==> config.mk <==
export PLATFORM = sky130hd
export DESIGN_NAME = metaball_field_shader_unit
export DESIGN_NICKNAME = d
export VERILOG_FILES = /design/src/rtl/mfs_pkg.sv /design/src/rtl/metaball_field_shader_unit.sv
export SDC_FILE = /design/constraint.sdc
export NUM_CORES = 2
export LEC_CHECK = 0
export ABC_AREA = 1
export BUFFER_PORTS_ARGS = -buffer_cell sky130_fd_sc_hd__clkbuf_2
export CAP_MARGIN = 0
export CORE_MARGIN = 5
export CORE_UTILIZATION = 45
export CTS_CLUSTER_DIAMETER = 30
export DETAILED_ROUTE_END_ITERATION = 8
export PLACE_DENSITY_LB_ADDON = 0.3
export SLEW_MARGIN = 25
export SYNTH_ARGS = -nofsm -noshare
export SYNTH_HDL_FRONTEND = slang
export SYNTH_SLANG_ARGS = --single-unit
==> constraint.sdc <==
create_clock -name i_clk -period 11 [get_ports i_clk]
set_clock_uncertainty 0.1 [all_clocks]
set_input_delay 2.2 -clock i_clk [delete_from_list [all_inputs] [get_ports i_clk]]
set_output_delay 2.2 -clock i_clk [all_outputs]
set_load 0.1 [all_outputs]
==> src/rtl/mfs_pkg.sv <==
package mfs_pkg;

    localparam int MODE_W   = 2;
    localparam int POS_W    = 19;
    localparam int VEL_W    = 11;
    localparam int RAD_W    = 8;
    localparam int PIX_W    = 10;
    localparam int SIZE_W   = 10;
    localparam int COLOR_W  = 24;
    localparam int CFG_IDX_W = 2;
    localparam int IN_DATA_W  = 96;
    localparam int OUT_DATA_W = 40;

    localparam int DIFF_W = 20;
    localparam int MAG_W  = 19;
    localparam int D2_W   = 2 * MAG_W + 1;
    localparam int QBITS  = 17;
    localparam int NUM_W  = 2 * RAD_W + 32;
    localparam int DSH_W  = D2_W + QBITS;
    localparam int SUM_W  = 22;
    localparam int T_W    = 9;

    localparam logic [MODE_W-1:0] MODE_LOAD  = 2'd0;
    localparam logic [MODE_W-1:0] MODE_MOVE  = 2'd1;
    localparam logic [MODE_W-1:0] MODE_SHADE = 2'd2;
    localparam logic [MODE_W-1:0] MODE_NOP   = 2'd3;

    localparam logic [CFG_IDX_W-1:0] REG_FRAME_WIDTH   = 2'd0;
    localparam logic [CFG_IDX_W-1:0] REG_FRAME_HEIGHT  = 2'd1;
    localparam logic [CFG_IDX_W-1:0] REG_COLOR_OUTSIDE = 2'd2;
    localparam logic [CFG_IDX_W-1:0] REG_COLOR_INSIDE  = 2'd3;

    localparam logic [SIZE_W-1:0]  RST_FRAME_WIDTH   = 10'd500;
    localparam logic [SIZE_W-1:0]  RST_FRAME_HEIGHT  = 10'd400;
    localparam logic [COLOR_W-1:0] RST_COLOR_OUTSIDE = 24'hD4195D;
    localparam logic [COLOR_W-1:0] RST_COLOR_INSIDE  = 24'h73D419;

    localparam logic [SUM_W-1:0] Q16_ONE  = 22'd65536;
    localparam logic [T_W-1:0]   T_FULL   = 9'd256;

    typedef enum logic [6:0] {
        ST_IDLE  = 7'b0000001,
        ST_MOVE  = 7'b0000010,
        ST_SETUP = 7'b0000100,
        ST_MULX  = 7'b0001000,
        ST_MULY  = 7'b0010000,
        ST_DIV   = 7'b0100000,
        ST_DONE  = 7'b1000000
    } t_state;

endpackage

==> src/rtl/metaball_field_shader_unit.sv <==
// Channel   Direction  Handshake                 Payload
// s (in)    input      i_s_tvalid / o_s_tready   i_s_tdata, i_s_tuser (mode)
// m (out)   output     o_m_tvalid / i_m_tready   o_m_tdata
// cfg       input      i_cfg_we                  i_cfg_addr, i_cfg_wdata
//
// A load is written in the idle state; a move updates each blob in turn, x axis then y axis.
// A shade runs, for each enabled blob, a setup, two squaring passes on the
// shared multiplier and up to 18 restoring divide steps; a disabled blob gets only its
// setup pass, and a done state then waits for the output register to be free.
// Reset is synchronous; it clears the blob table and loads the config registers with their reset values.
// The output register lets the next transaction in while a result waits.
module metaball_field_shader_unit #(
    parameter int BLOB_COUNT = 10
) (
    input  logic                          i_clk,
    input  logic                          i_rst_n,
    input  logic                          i_s_tvalid,
    output logic                          o_s_tready,
    // blob_index, load_x, load_y, load_dx, load_dy, load_radius, pixel_x, pixel_y
    input  logic [mfs_pkg::IN_DATA_W-1:0] i_s_tdata,
    // mode
    input  logic [mfs_pkg::MODE_W-1:0]    i_s_tuser,
    output logic                          o_m_tvalid,
    input  logic                          i_m_tready,
    // red, green, blue, blend_weight
    output logic [mfs_pkg::OUT_DATA_W-1:0] o_m_tdata,
    input  logic                          i_cfg_we,
    input  logic [mfs_pkg::CFG_IDX_W-1:0] i_cfg_addr,
    input  logic [mfs_pkg::COLOR_W-1:0]   i_cfg_wdata
);
    import mfs_pkg::*;

    localparam int IW = (BLOB_COUNT > 1) ? $clog2(BLOB_COUNT) : 1;
    localparam logic [IW-1:0] LAST = IW'(BLOB_COUNT - 1);

    logic [POS_W-1:0] r_px [BLOB_COUNT];
    logic [POS_W-1:0] r_py [BLOB_COUNT];
    logic [VEL_W-1:0] r_vx [BLOB_COUNT];
    logic [VEL_W-1:0] r_vy [BLOB_COUNT];
    logic [RAD_W-1:0] r_rad [BLOB_COUNT];

    logic [SIZE_W-1:0]  r_fw, r_fh;
    logic [COLOR_W-1:0] r_co, r_ci;

    t_state r_state, n_state;
    logic [IW-1:0]    r_idx;
    logic             r_axis;
    logic [4:0]       r_k;
    logic [PIX_W-1:0] r_pix_x, r_pix_y;
    logic [MAG_W-1:0] r_ax, r_ay;
    logic [D2_W-1:0]  r_d2;
    logic [NUM_W-1:0] r_rem;
    logic [DSH_W-1:0] r_dsh;
    logic [SUM_W-1:0] r_sum;
    logic             r_out_valid;
    logic [OUT_DATA_W-1:0] r_out;

    logic [3:0]       in_idx;
    logic [RAD_W-1:0] cur_r;
    logic             last_blob;

    assign in_idx    = i_s_tdata[3:0];
    assign cur_r     = r_rad[r_idx];
    assign last_blob = (r_idx == LAST);

    // Move path for one axis.
    logic [POS_W-1:0]  mv_pos;
    logic [VEL_W-1:0]  mv_vel;
    logic [SIZE_W-1:0] mv_size;
    logic [8:0]        mv_half;
    logic signed [DIFF_W-1:0] mv_s;
    logic signed [21:0] mv_gap;
    logic [21:0]        mv_gap_abs;
    logic signed [9:0]  mv_hr;
    logic signed [21:0] mv_lim;
    logic               mv_flip;

    always_comb begin
        mv_pos     = r_axis ? r_py[r_idx] : r_px[r_idx];
        mv_vel     = r_axis ? r_vy[r_idx] : r_vx[r_idx];
        mv_size    = r_axis ? r_fh : r_fw;
        mv_half    = mv_size[SIZE_W-1:1];
        mv_s       = DIFF_W'($signed(mv_pos)) + DIFF_W'($signed(mv_vel));
        mv_gap     = $signed({5'd0, mv_half, 8'd0}) - 22'(mv_s);
        mv_gap_abs = mv_gap[21] ? 22'(-mv_gap) : mv_gap;
        mv_hr      = $signed({1'b0, mv_half}) - $signed({2'b0, cur_r});
        mv_lim     = {{4{mv_hr[9]}}, mv_hr, 8'd0};
        mv_flip    = $signed(mv_gap_abs) > mv_lim;
    end

    // Shade setup and shared arithmetic.
    logic signed [DIFF_W-1:0] sd_x, sd_y;
    logic [MAG_W-1:0]  sd_ax, sd_ay;
    logic [MAG_W-1:0]  mul_a;
    logic [2*MAG_W-1:0] mul_p;
    logic [D2_W-1:0]   d2_full;
    logic              div_hit;
    logic [NUM_W-1:0]  div_sub;

    always_comb begin
        sd_x  = $signed({2'b0, r_pix_x, 8'd0}) - DIFF_W'($signed(r_px[r_idx]));
        sd_y  = $signed({2'b0, r_pix_y, 8'd0}) - DIFF_W'($signed(r_py[r_idx]));
        sd_ax = sd_x[DIFF_W-1] ? MAG_W'(-sd_x) : MAG_W'(sd_x);
        sd_ay = sd_y[DIFF_W-1] ? MAG_W'(-sd_y) : MAG_W'(sd_y);
        mul_a = (r_state == ST_MULY) ? r_ay : r_ax;
        mul_p = (2*MAG_W)'(mul_a) * (2*MAG_W)'(mul_a);
        d2_full = r_d2 + D2_W'(mul_p);
        div_hit = {{(DSH_W-NUM_W){1'b0}}, r_rem} >= r_dsh;
        div_sub = r_rem - NUM_W'(r_dsh);
    end

    // Final blend.
    logic [SUM_W-1:0] fin_e;
    logic [T_W-1:0]   fin_t;
    logic [T_W-1:0]   fin_tn;
    logic [16:0]      fin_r, fin_g, fin_b;

    always_comb begin
        fin_e = (r_sum - Q16_ONE) >> 8;
        if (r_sum <= Q16_ONE) begin
            fin_t = '0;
        end else if (fin_e > SUM_W'(T_FULL)) begin
            fin_t = T_FULL;
        end else begin
            fin_t = fin_e[T_W-1:0];
        end
        fin_tn = T_FULL - fin_t;
        fin_r = 17'(r_co[23:16]) * 17'(fin_tn) + 17'(r_ci[23:16]) * 17'(fin_t);
        fin_g = 17'(r_co[15:8]) * 17'(fin_tn) + 17'(r_ci[15:8]) * 17'(fin_t);
        fin_b = 17'(r_co[7:0]) * 17'(fin_tn) + 17'(r_ci[7:0]) * 17'(fin_t);
    end

    logic out_free;
    assign out_free   = !r_out_valid || i_m_tready;
    assign o_s_tready = (r_state == ST_IDLE);
    assign o_m_tvalid = r_out_valid;
    assign o_m_tdata  = r_out;

    always_comb begin
        n_state = r_state;
        unique case (r_state)
            ST_IDLE: begin
                if (i_s_tvalid) begin
                    if (i_s_tuser == MODE_MOVE) begin
                        n_state = ST_MOVE;
                    end else if (i_s_tuser == MODE_SHADE) begin
                        n_state = ST_SETUP;
                    end
                end
            end
            ST_MOVE: begin
                if (r_axis && last_blob) begin
                    n_state = ST_IDLE;
                end
            end
            ST_SETUP: begin
                if (cur_r != '0) begin
                    n_state = ST_MULX;
                end else if (last_blob) begin
                    n_state = ST_DONE;
                end
            end
            ST_MULX: n_state = ST_MULY;
            ST_MULY: n_state = ST_DIV;
            ST_DIV: begin
                if ((div_hit && r_k == 5'(QBITS)) || r_k == '0) begin
                    n_state = last_blob ? ST_DONE : ST_SETUP;
                end
            end
            ST_DONE: begin
                if (out_free) begin
                    n_state = ST_IDLE;
                end
            end
            default: n_state = ST_IDLE;
        endcase
    end

    always_ff @(posedge i_clk) begin
        if (!i_rst_n) begin
            r_state     <= ST_IDLE;
            r_out_valid <= 1'b0;
            r_fw        <= RST_FRAME_WIDTH;
            r_fh        <= RST_FRAME_HEIGHT;
            r_co        <= RST_COLOR_OUTSIDE;
            r_ci        <= RST_COLOR_INSIDE;
            r_idx       <= '0;
            r_axis      <= 1'b0;
            for (int i = 0; i < BLOB_COUNT; i++) begin
                r_px[i]  <= '0;
                r_py[i]  <= '0;
                r_vx[i]  <= '0;
                r_vy[i]  <= '0;
                r_rad[i] <= '0;
            end
        end else begin
            r_state <= n_state;
            if (i_cfg_we) begin
                unique case (i_cfg_addr)
                    REG_FRAME_WIDTH:   r_fw <= i_cfg_wdata[SIZE_W-1:0];
                    REG_FRAME_HEIGHT:  r_fh <= i_cfg_wdata[SIZE_W-1:0];
                    REG_COLOR_OUTSIDE: r_co <= i_cfg_wdata;
                    REG_COLOR_INSIDE:  r_ci <= i_cfg_wdata;
                    default: ;
                endcase
            end
            if (r_out_valid && i_m_tready && r_state != ST_DONE) begin
                r_out_valid <= 1'b0;
            end
            unique case (r_state)
                ST_IDLE: begin
                    r_idx  <= '0;
                    r_axis <= 1'b0;
                    r_sum  <= '0;
                    r_pix_x <= i_s_tdata[81:72];
                    r_pix_y <= i_s_tdata[91:82];
                    if (i_s_tvalid && i_s_tuser == MODE_LOAD
                            && {1'b0, in_idx} < 5'(BLOB_COUNT)) begin
                        r_px[IW'(in_idx)]  <= i_s_tdata[22:4];
                        r_py[IW'(in_idx)]  <= i_s_tdata[41:23];
                        r_vx[IW'(in_idx)]  <= i_s_tdata[52:42];
                        r_vy[IW'(in_idx)]  <= i_s_tdata[63:53];
                        r_rad[IW'(in_idx)] <= i_s_tdata[71:64];
                    end
                end
                ST_MOVE: begin
                    if (r_axis) begin
                        r_py[r_idx] <= mv_s[POS_W-1:0];
                        if (mv_flip) begin
                            r_vy[r_idx] <= -mv_vel;
                        end
                        r_idx <= r_idx + 1'b1;
                    end else begin
                        r_px[r_idx] <= mv_s[POS_W-1:0];
                        if (mv_flip) begin
                            r_vx[r_idx] <= -mv_vel;
                        end
                    end
                    r_axis <= !r_axis;
                end
                ST_SETUP: begin
                    r_ax  <= sd_ax;
                    r_ay  <= sd_ay;
                    r_d2  <= '0;
                    r_rem <= {(2*RAD_W)'(cur_r) * (2*RAD_W)'(cur_r), 32'd0};
                    r_k   <= 5'(QBITS);
                    if (cur_r == '0) begin
                        r_idx <= r_idx + 1'b1;
                    end
                end
                ST_MULX: begin
                    r_d2 <= D2_W'(mul_p);
                end
                ST_MULY: begin
                    r_dsh <= {d2_full, {QBITS{1'b0}}};
                end
                ST_DIV: begin
                    if (div_hit) begin
                        r_rem <= div_sub;
                        r_sum <= r_sum + (SUM_W'(1) << r_k);
                    end
                    r_dsh <= r_dsh >> 1;
                    r_k   <= r_k - 1'b1;
                    if ((div_hit && r_k == 5'(QBITS)) || r_k == '0) begin
                        r_idx <= r_idx + 1'b1;
                    end
                end
                ST_DONE: begin
                    if (out_free) begin
                        r_out_valid <= 1'b1;
                        r_out <= {7'd0, fin_t, fin_b[15:8], fin_g[15:8], fin_r[15:8]};
                    end
                end
                default: ;
            endcase
        end
    end

endmodule

After elaboration in Yosys (flattened, before gate mapping)
Memories as Yosys holds them, arrays and structs flattened. A register that Yosys moved wholly into a read port is not among the register bits. Cells that the tools add are included.

Flip-flop bits (word level): 342. Bits in writable memories: 680. Input bits: 129. Output and inout bits: 42. Word-level logic and storage cells: 217. Memories kept: 5.

Memories: r_px (words 10, bits a word 19, read ports 1, clocked after Yosys merged registers in 1, wr ports 10, RTL line metaball_field_shader_unit.sv:36) `logic [POS_W-1:0] r_px [BLOB_COUNT];`; r_py (words 10, bits a word 19, read ports 1, clocked after Yosys merged registers in 1, wr ports 10, RTL line metaball_field_shader_unit.sv:37) `logic [POS_W-1:0] r_py [BLOB_COUNT];`; r_vx (words 10, bits a word 11, read ports 1, clocked after Yosys merged registers in 1, wr ports 10, RTL line metaball_field_shader_unit.sv:38) `logic [VEL_W-1:0] r_vx [BLOB_COUNT];`; r_vy (words 10, bits a word 11, read ports 1, clocked after Yosys merged registers in 1, wr ports 10, RTL line metaball_field_shader_unit.sv:39) `logic [VEL_W-1:0] r_vy [BLOB_COUNT];`; r_rad (words 10, bits a word 8, read ports 1, clocked after Yosys merged registers in 1, wr ports 10, RTL line metaball_field_shader_unit.sv:40) `logic [RAD_W-1:0] r_rad [BLOB_COUNT];`.

Add/subtract/negate cells: 19. $mul: 8. Magnitude comparators: 5. Equality and inequality tests: 24. Shift-type cells: 1. Muxes and demuxes: 93. Reductions and logical operators: 44.

Operator list (count): $mux 19 (8); $pmux 56 s2 (1); $mul 8x9->16 (6); $pmux 48 s2 (1); $mux 4 (22); $pmux 39 s2 (1); $reduce_or 19->1 (4); $mux 7 (9); $ge 48x56->1 (1); $mux 11 (5); $pmux 7 s7 (1); $add 16x16->16 (3); $mux 48 (1); $sub 48x48->48 (1); $mux 22 (2); $pmux 22 s2 (1); $reduce_or 11->1 (4); $sub 19x19->20 (2); $add 39x38->39 (1); $mul 19x19->38 (1); $neg 19->19 (2); $mux 1 (34); $add 22x22->22 (1); $gt 22x18->1 (1); other kinds (49) (81).

Depth between registers and ports, before layout
Depth in word-level cells: 13. Depth in mapped cells: 60. Mapped depth without buffers: 51.

Worst setup path after synthesis
OpenSTA, ideal clock, no wires.

Path type: flip-flop to flip-flop. Start point: register r_state[2]. End point: register r_dsh[53], data pin. Setup time: 0.254 ns. Arrival: 8.973 ns. Data required time: 10.646 ns. Setup slack: 1.674 ns. Stages on the path, launching flop included: 44. Buffers on the path: 2. Clock period less this slack: 9.326 ns. Cells stage by stage: dfxtp_1 -> nor2_1 -> inv_1 -> nor2_1 -> nand2_1 -> clkinv_1 -> clkbuf_1 -> nand2_1 -> o21ai_1 -> inv_1 -> clkbuf_1 -> nor2_1 -> fa_1 -> fa_1 -> fa_1 -> fa_1 -> inv_1 -> fa_1 -> (+8 left out) -> a21boi_0 -> o21ai_0 -> a21boi_0 -> o21ai_0 -> a21boi_0 -> xor2_1 -> inv_1 -> ha_1 -> nand2_1 -> nor2_1 -> nand4_1 -> o21ai_0 -> nand3_1 -> nand2_1 -> a31oi_1 -> or2_2 -> nand3_1 -> nand2_1.

Cells in the longest elaborated chain, start to end: 5. Elaborated cells on any way between the ends: 6. Those cells by class: add/sub: 1; mul: 1; eq/ne: 2; mux: 2.

RTL lines: from (decl) (RTL line metaball_field_shader_unit.sv:45) `t_state r_state, n_state;`; from (signal assigned) (RTL line metaball_field_shader_unit.sv:197) `r_state <= n_state;`; $eq 7x5->1 (RTL line metaball_field_shader_unit.sv:105) `mul_a = (r_state == ST_MULY) ? r_ay : r_ax;`; $mux 19 (RTL line metaball_field_shader_unit.sv:105); $mul 19x19->38 (RTL line metaball_field_shader_unit.sv:106) `mul_p = (2*MAG_W)'(mul_a) * (2*MAG_W)'(mul_a);`; via mul_p[28] (RTL line metaball_field_shader_unit.sv:95) `logic [2*MAG_W-1:0] mul_p;`; $add 39x38->39 (RTL line metaball_field_shader_unit.sv:107) `d2_full = r_d2 + D2_W'(mul_p);`; $pmux 56 s2 (RTL line metaball_field_shader_unit.sv:210) `unique case (r_state)`; to (signal assigned) (RTL line metaball_field_shader_unit.sv:255) `r_dsh <= {d2_full, {QBITS{1'b0}}};`; to (signal assigned) (RTL line metaball_field_shader_unit.sv:262) `r_dsh <= r_dsh >> 1;`; to (decl) (RTL line metaball_field_shader_unit.sv:53) `logic [DSH_W-1:0] r_dsh;`.

The timed path passes the listed nets, and every way through them passes these cells. A chain may end at the register's enable or synchronous reset.

Final worst setup path
Ends and elaborated chain as after synthesis.

==> metrics.md <==
| Metric | Value |
|---|---|
| Slowest-stage cell, CP | fa_1 |
| Critical Path Start Type | register |
| Layout area overhead | 16.2% |
| Ranking of synthesized cells by area | edfxtp_1 (42%), fa_1 (12%), nor2_1 (7.6%), ha_1 (6.6%), inv_1 (6.0%) |
| Final wirelength | 278 mm |
| Largest family of logic cells by synthesized area | adder cells |
| Most used cell, CP | nand2_1 |
| Post-layout minimum cycle time | 10,290 ps |
| Drt first pass iters | 8 |
| Number of failing hold endpoints at the final stage | 0 |
| DPL Wire Length | 190 mm |
| Rows | 169 |
| Async S/R FF share, synth | 0% |
| Total CTS buffers | 336 |
| Yosys top cell by area | edfxtp_1 |
| FF-to-FF setup slack | 710 ps |
| Slew Limit Fails | 0 |
| Critical path type | reg -> reg |
| CTS clock-pin slew for the worst setup and hold paths | 50 ps |
| Netlist Area Pre-Place | 95,300 um^2 |
| Clk root buf | clkbuf_16 |
| Grt ovf | 0 |
| FILL cells | 18,800 |
| WL/cell | 20.3 um |
| RSZ-0062 raised after global routing | no |
| Worst slew margin | 19.6% |
| R2R depth | 49 |
| Chip width | 470 um |
| Fmax | 0.0972 GHz |
| Post-synthesis simple-gate area fraction | 15.7% |
| Post-synthesis xor/xnor area fraction | 1.93% |
| RePlAce Congestion | 0.950 |
| Largest net degree at the start of global routing | 253 |
| CP Capture Type | register |
| Share of post-route cells with drive strength above 1 | 9.63% |
| # H-tree levels | 5 |
| Worst Path Arrival | 10,780 ps |
| FF/Latch Area | 42,100 um^2 |
| # IOs | 171 |
| Final net count | 11,800 |
| First-pass GRT wire length | 427 mm |
| Vias | 75,400 |
| Count of unique library cells instantiated by Yosys | 64 |
| Full die area | 221,000 um^2 |
| Starting Density | 45.1% |
| # setup viols final | 0 |
| Synth top cells by count | nor2_1 (1,934), inv_1 (1,526), edfxtp_1 (1,347), nand2_1 (1,298), o21ai_0 (852) |
| Mapped Cells | 10,300 |
| Max-Cap Viols | 0 |
| Vias in the first global route | 75,300 |
| Number of synthesized flops with an enable pin | 1,347 |
| Initial antenna violation count | 7 |
| Mean area per synthesized cell | 9.29 um^2 |
| Max incr delay on CP | 520 ps |
| Most numerous cell in the Yosys netlist | nor2_1 |
| Worst-Skew Late Latency | 970 ps |
| Sequential area share after synthesis | 44.2% |
| Tcrit/Tclk final | 93.5% |
| Hold_sp | r_fw[6]$_SDFFE_PN1P_ |
| CTS Buffer Depth | 4 |
| Initial DRC count | 7,489 |
| Die span in y | 470 um |
| FF+latch count, synth | 1,430 |
| Residual DRC count | 0 |
| Clock sink count | 1,430 |
| Main flop type after synthesis | edfxtp_1 |
| Post-CTS Hold Buffers | 0 |
| R2R Path End | r_dsh[53]$_DFFE_PP_ |
| Min-Delay Path Class | reg -> reg |
| Worst Hold Path Cells | 2 |
| WP data required | 11,490 ps |
| Adder-Cell Fraction of Synth Area | 19.1% |
| Critical-path maximum fanout | 10 |
| Yosys warnings | 0 |
| DR vias/cell | 5.52 |
| GRT Overall Usage | 24.5% |
| Hold EP | r_fw[6]$_SDFFE_PN1P_ |
| Worst flop-to-flop path startpoint | r_state[2]$_SDFFE_PN0P_ |
| Tightest Pin Transition | 1200 ps |
| Multi-input logic area | 45,600 um^2 |
| Core Region | 211,000 um^2 |
| Outcome | completed |
| Final setup TNS | 0 ps |
| Mux cell area share after synthesis | 0% |
| Yosys top cell area share | 42.4% |
| Area fraction in compound gates after synthesis | 10.6% |
| Port Buffer Count | 159 |
| CTS tree | yes |
| Final ANT Viol Nets | 0 |
==> metrics by stage <==
step	area [um^2]	worst slack (ps)	utilization [%]	instances	hold slack [ps]
floorplan	95500	1670	-	10300	321
global placement	99600	631	47.1	13100	339
detailed placement	99700	475	47.1	13100	349
CTS	111000	298	52.3	13700	364
global route	111000	11.7	52.4	13700	385
finish	111000	714	52.4	13700	360
==> logic make-up after synthesis <==
family | count (synthesis)
other | 1
XOR/XNOR | 210
adder cells (fa/ha/maj) | 1098
AND/OR/NAND/NOR | 3736
flip-flops | 1430
AO/OA/AOI/OAI | 1751
buffers and inverters | 2036
==> final cells by class <==
class	count	share of cell area [%]
Multi-Input combinational cell	6852	41.2
Tap cell	2821	3.19
Inverter	1603	5.46
Clock buffer	396	7.95
Antenna cell	5	0.0113
Clock inverter	196	1.97
Timing Repair Buffer	359	2.23
Sequential cell	1430	38.0
==> sequential cells by signal, indices dropped and copies added (netlist names), 22 cells and up, named ones only <==
signal     cells
o_m_tdata     33
r_dsh         56
r_d2          37
r_py         304
r_sum         22
r_ci          24
r_px         304
r_co          24
r_vx         176
r_rad        128
r_vy         176
r_rem         48
==> worst max-delay path by stage <==
stage | startpoint | to | slack [ps] | cells past startpoint
after CTS | r_state[0]$_SDFFE_PN1P_ | r_dsh[53]$_DFFE_PP_ | 300 | 45
after detailed placement | r_state[0]$_SDFFE_PN1P_ | r_dsh[53]$_DFFE_PP_ | 470 | 45
final | r_state[2]$_SDFFE_PN0P_ | r_dsh[53]$_DFFE_PP_ | 710 | 49
after floorplan | r_state[2]$_SDFFE_PN0P_ | r_dsh[53]$_DFFE_PP_ | 1670 | 43
after global routing | r_state[2]$_SDFFE_PN0P_ | r_dsh[53]$_DFFE_PP_ | 10 | 49
after global placement | r_state[2]$_SDFFE_PN0P_ | r_dsh[53]$_DFFE_PP_ | 630 | 44
==> routing by layer <==
layer	part of all wire, %	track usage, %	vias up	routed length [um]
met4	4.8	11.2	0	13300
met3	9.4	5.22	659	26000
met5	0	0	-	0
met1	40	32.1	36700	110000
li1	-	-	34500	-
met2	46	39.3	3556	129000
==> worst max-delay path: cells and delay by family (launching register included) <==
family | cells | cell delay (ps)
adders and majority gates | 8 | 3140
AOI/OAI and AO/OA | 12 | 2330
and+or+nand+nor | 17 | 2290
buffers and inverters | 11 | 1500
DFF | 1 | 320
xor gates and xnor gates | 1 | 220
==> cells in the final DEF (no fill, tap or decap), types with 261 or more instances in the layout <==
cell	netlist	final
clkbuf_16	0	342
nand3_1	261	261
nor2_1	1934	1915
a21oi_1	376	376
fa_1	595	595
ha_1	503	502
edfxtp_1	1347	1347
o21ai_0	852	846
inv_1	1526	1521
nand2_1	1298	1282
==> timing repair <==
action	in CTS	in global routing
endpoints found under the setup margin	0	6
gates resized for setup	0	13
hold endpoints to repair	0	0
setup buffers	0	4
Power is not shown: default switching activity piles up to over one toggle a cycle in this logic, so the estimate is an artifact.
